## src/rtl/ogmr_pkg.sv

```systemverilog
// Package with shared types, constants and point helpers for the octant group merge core.
package ogmr_pkg;

  // Store geometry and field widths.
  localparam int MaxEntries = 64;
  localparam int CoordBits  = 16;
  localparam int AddrW      = $clog2(MaxEntries);
  localparam int CntW       = $clog2(MaxEntries + 1);
  localparam int FieldW     = 16;
  localparam int PointW     = 4 * FieldW;
  localparam int KeyW       = 4 * FieldW;
  localparam int LevelW     = 4;
  localparam int PosW       = 6;
  localparam int NumGroups  = 4;
  localparam int GrpW       = 2;

  // One input transaction.
  typedef struct packed {
    logic [FieldW-1:0] batch_id;
    logic [FieldW-1:0] x_coord;
    logic [FieldW-1:0] y_coord;
    logic [FieldW-1:0] z_coord;
    logic              last_point;
  } in_item_t;

  // One result transaction.
  typedef struct packed {
    logic [PosW-1:0] position;
    logic            last_result;
  } out_item_t;

  // A group head competing in the merge.
  typedef struct packed {
    logic            vld;
    logic [KeyW-1:0] key;
    logic [GrpW-1:0] grp;
  } cand_t;

  // Keep only the low CoordBits bits of a coordinate.
  function automatic logic [FieldW-1:0] coord_mask(input logic [FieldW-1:0] v);
    logic [FieldW-1:0] m;
    m = FieldW'((32'd1 << CoordBits) - 32'd1);
    return v & m;
  endfunction

  // Pack an input item into a stored point: batch | x | y | z.
  function automatic logic [PointW-1:0] pack_point(input in_item_t it);
    return {it.batch_id, coord_mask(it.x_coord), coord_mask(it.y_coord),
            coord_mask(it.z_coord)};
  endfunction

  // Group from bit level of x (upper bit) and bit level of y (lower bit).
  function automatic logic [GrpW-1:0] group_of(input logic [PointW-1:0] p,
                                               input logic [LevelW-1:0] lvl);
    logic [FieldW-1:0] x;
    logic [FieldW-1:0] y;
    x = p[3*FieldW-1:2*FieldW];
    y = p[2*FieldW-1:FieldW];
    return {x[lvl], y[lvl]};
  endfunction

  // Merge key: batch, then coordinates shifted right by level plus one.
  function automatic logic [KeyW-1:0] key_of(input logic [PointW-1:0] p,
                                             input logic [LevelW-1:0] lvl);
    logic [LevelW:0] s;
    s = {1'b0, lvl} + (LevelW+1)'(1);
    return {p[4*FieldW-1:3*FieldW],
            p[3*FieldW-1:2*FieldW] >> s,
            p[2*FieldW-1:FieldW] >> s,
            p[FieldW-1:0] >> s};
  endfunction

endpackage

```

## src/rtl/ogmr_pick.sv

```systemverilog
// Two-way selection of the smaller valid merge key, the lower group winning ties.
module ogmr_pick (
  input  ogmr_pkg::cand_t lo_i,
  input  ogmr_pkg::cand_t hi_i,
  output ogmr_pkg::cand_t win_o
);

  // The lower candidate wins when valid and not larger than the upper one.
  always_comb begin
    if (lo_i.vld && (!hi_i.vld || (lo_i.key <= hi_i.key))) begin
      win_o = lo_i;
    end else begin
      win_o = hi_i;
    end
  end

endmodule

```

## config.mk

```make
export PLATFORM = sky130hd
export DESIGN_NAME = ogmr_pick
export DESIGN_NICKNAME = d
export VERILOG_FILES = /design/src/rtl/ogmr_pkg.sv /design/src/rtl/ogmr_pick.sv
export SDC_FILE = /design/constraint.sdc
export NUM_CORES = 1
export LEC_CHECK = 0
export BUFFER_PORTS_ARGS = -buffer_cell sky130_fd_sc_hd__buf_2
export CAP_MARGIN = 0
export CORE_ASPECT_RATIO = 1.2
export CORE_MARGIN = 4
export CORE_UTILIZATION = 45
export DETAILED_ROUTE_END_ITERATION = 7
export GPL_TIMING_DRIVEN = 0
export PLACE_DENSITY = 0.8
export SLEW_MARGIN = 0
export SYNTH_ARGS = -nofsm -noshare
export SYNTH_HDL_FRONTEND = slang
export SYNTH_SLANG_ARGS = --single-unit
```

## constraint.sdc

```tcl
create_clock -name vclk -period 4.4
set_input_delay 0.22 -clock vclk [all_inputs]
set_output_delay 0.22 -clock vclk [all_outputs]
set_load 0.1 [all_outputs]
```

# Word-level counts from Yosys, hierarchy flattened
# Index checks and enable logic that the tools add are counted.
word_totals:
  mem_bits_rw: 0
  word_cells: 5
  out_inout_bits: 67
  latch_bits: 0
  mem_count: 0
  romBits: 0
  inputBits: 134
  register_bits: 0
classes:
  shift: 0
  n_div: 0
  magnitude_cmp: 1
  n_bitwise: 0
  reduce_logical: 3
  add_sub_neg: 0
  mul: 0
  eq_ne: 0
  muxes: 1
ops:
  columns: ["op", "n"]
  rows:
  - ["67-bit 2-to-1 mux", 1]
  - ["64-bit less-or-equal comparator", 1]
  - ["1-bit logical AND", 1]
  - ["1-bit logical NOT", 1]
  - ["1-bit logical OR", 1]

# Depth between registers and ports, before layout
logic_depth:
  word_depth: 4
  depth_mapped: 11
  ltp_nobuf: 9

# Worst setup path before layout
# OpenSTA, ideal clock, no wires.
synth_path:
  kind: "input -> output"
  from: "input port hi_i[64] (netlist name)"
  to: "output port win_o[10] (netlist name)"
  slack_ns: 0.387
  required_ns: 4.180
  stages: 9
  path_buffers: 1
  arrival_time_ns: 3.793
  path_cell_list: "inv_1 > ha_1 > nand4_2 > nor4_4 > inv_1 > o22ai_2 > nor4_2 > clkbuf_1 > o21ai_0"
synth_lines:
  columns: ["element", "line", "source"]
  rows:
  - ["from (decl)", "ogmr_pick.sv:4", "input ogmr_pkg::cand_t hi_i,"]
  - ["to (decl)", "ogmr_pick.sv:5", "output ogmr_pkg::cand_t win_o"]

==> impl_metrics.env <==
export IMPL_finalPower_mw=1.09
export IMPL_synth_area_um2=3750
export IMPL_outcome="finished clean"
export IMPL_dp_cells=920
export IMPL_worstPathMaxFanout=10
export IMPL_post_cts_resized=0
export IMPL_synthAdderAreaFrac=0.213
export IMPL_layout_nets=1025
export IMPL_die_area_um2=9870
export IMPL_crit_top_cell="buf_2"
export IMPL_drive_above_1_share=0.291
export IMPL_leakage_nw=2.67
export IMPL_wl_per_cell_um=15.7
export IMPL_arrival_ns=2.97
export IMPL_rows=36
export IMPL_viasPerCell=5.92
export IMPL_finalCriticalPeriod_ns=3.19
export IMPL_antenna_found_initial=1
export IMPL_seq_cells=0
export IMPL_start_kind="input port"
export IMPL_io_pins=201
export IMPL_grt_pass1_wl_um=22700
export IMPL_grt_usage=0.267
export IMPL_period_share=0.725
export IMPL_place_gp_congestion=0.942
export IMPL_startpoint="lo_i[64]"
export IMPL_die_x_um=91.4
export IMPL_yosysTopAreaCell="ha_1"
export IMPL_pre_cts_ws_ns=1.22
export IMPL_gr_total_overflow=0
export IMPL_worstMarginPinSlew_ns=0.544
export IMPL_initial_core_util=0.463
export IMPL_syn_nets=823
export IMPL_synthMuxAreaShare=0
export IMPL_drtIter0Drc=292
export IMPL_final_max_slew_viol_count=0
export IMPL_ys_warn_count=0
export IMPL_vias=5446
export IMPL_cts_setup_buffers=0
export IMPL_ir_worst_vdd_v=0.000176
export IMPL_layout_cells_non_filler=920
export IMPL_cp_required_ns=4.18
export IMPL_yosys_area_share_simple=0.310
export IMPL_fp_dieH_um=108
export IMPL_seq_area_frac_synth=0
export IMPL_grt_pass1_vias=4963
export IMPL_n_antenna_cell=0
export IMPL_numPortBuffers=200
export IMPL_yosys_cell_types_count=34
export IMPL_path_cells="buf_2, ha_1, nand4_2, nor4_4, inv_1, o22ai_2, nor4_2, buf_2, clkbuf_2, o21ai_1, buf_2"
export IMPL_synth_top_family_by_area="compound AO/OA/AOI/OAI gates"
export IMPL_hp_class="in -> out"
export IMPL_synth_compound_area_frac=0.324
export IMPL_synthXorXnorAreaFrac=0
export IMPL_drt_pre_antenna_iters=7
export IMPL_grt_max_degree=11
export IMPL_n_clock_buffer=0
export IMPL_finalHoldViolations=0
export IMPL_netlist_area_leader_share=0.213
export IMPL_hold_depth=4
export IMPL_drcViolationCount=0
export IMPL_antenna_left=0
export IMPL_synth_area_leaders="ha_1, a32oi_1, nand2_1, nor3_1, inv_1"
export IMPL_end_kind="output pin"
export IMPL_critPathKind="in -> out"
export IMPL_crit_slowest_cell="nor4_4"
export IMPL_cpPeakStageDelay_ns=0.47
export IMPL_power_density_nw_per_um2=225
export IMPL_drt_wl_total_um=14400
export IMPL_synth_area_per_cell_um2=6.00
export IMPL_dp_hpwl_um=11600
export IMPL_syn_inst=625
export IMPL_final_setup_tns_ns=0
export IMPL_cts_hold_buf=0
export IMPL_setup_viol_count_final=0
export IMPL_critPathCapture="win_o[43]"
export IMPL_drv_cap=0
export IMPL_core_um2=8110
export IMPL_fmax_mhz=313
export IMPL_grt_setup_unrepaired="false"
export IMPL_seq_area_um2=0
export IMPL_slew_limit_headroom=0.637
export IMPL_fin_ws_ns=1.21
export IMPL_synthToLayoutAreaGrowth_pct=29.8
power breakdown:
part / switching [mW] / internal (mW) / leakage (nW)
clock: 0 / 0 / 0
sequential: 0 / 0 / 0
combinational: 0.863 / 0.232 / 2.67
total: 0.863 / 0.232 / 2.67
placed cells by master (no fill, tap or decap), types with 4 or more instances in the layout:
cell type,instances
clkbuf_1,27
ha_1,64
nand2_1,152
a32oi_1,66
nor2_1,5
inv_1,68
and4_1,4
nand3_1,9
o21ai_0,35
buf_6,10
a221oi_1,5
o21ai_1,40
buf_2,217
nand4_1,10
nor3_1,67
a21oi_1,25
cells in the mapped netlist (4+ instances only):
library cell / instances
buf_6: 10
nand3_1: 9
a21oi_1: 25
nor3_1: 67
buf_2: 17
o21ai_0: 35
nand4_1: 10
and4_1: 4
a32oi_1: 66
a221oi_1: 5
ha_1: 64
inv_1: 68
clkbuf_1: 27
nand2_1: 152
nor2_1: 5
o21ai_1: 40
kinds of logic (layout without fill, tap and decap cells):
kind of cell / count (synthesis) / count (layout)
adder cells (fa/ha/maj): 64 / 64
buffers and inverters: 125 / 325
AND/OR/NAND/NOR: 256 / 256
AO/OA/AOI/OAI: 180 / 180
area by class of cell:
cell class / count / area (um^2)
repair buffers: 200 / 1000
multi-input cells: 500 / 3180
well taps: 95 / 119
fillers: 837 / 3240
plain buffers: 57 / 317
inverters: 68 / 255
worst min-delay path by stage:
| stage | from | to | slack [ns] |
|---|---|---|---|
| after floorplan | hi_i[66] | win_o[66] | 0.86 |
| after global placement | hi_i[38] | win_o[38] | 0.92 |
| after detailed placement | hi_i[36] | win_o[36] | 0.92 |
| after CTS | hi_i[36] | win_o[36] | 0.92 |
| after global routing | hi_i[56] | win_o[56] | 0.93 |
| final | hi_i[28] | win_o[28] | 0.92 |
critical path: cells and delay by family:
| family | cells | cell delay (ns) |
|---|---|---|
| buffers and inverters | 5 | 1.10 |
| AOI/OAI and AO/OA | 2 | 0.53 |
| and+or+nand+nor | 3 | 0.78 |
| adders and majority gates | 1 | 0.33 |
per-layer routing:
metal	wire (um)	GRT usage	share of wire	vias up
li1	-	-	-	2676
met1	5750	0.340	0.40	2452
met2	7140	0.493	0.50	290
met3	1330	0.0292	0.092	26
met4	175	0.0334	0.012	2
met5	13	0	0.00090	-
stage by stage:
stage	util	cell area (um^2)	hold slack [ns]
2_1_floorplan	-	3750	0.858
3_3_place_gp	0.601	4870	0.918
3_5_place_dp	0.601	4870	0.922
4_1_cts	0.601	4870	0.922
5_1_grt	0.601	4870	0.931
6_report	0.601	4870	0.922
(Power assumes the default switching activity.)
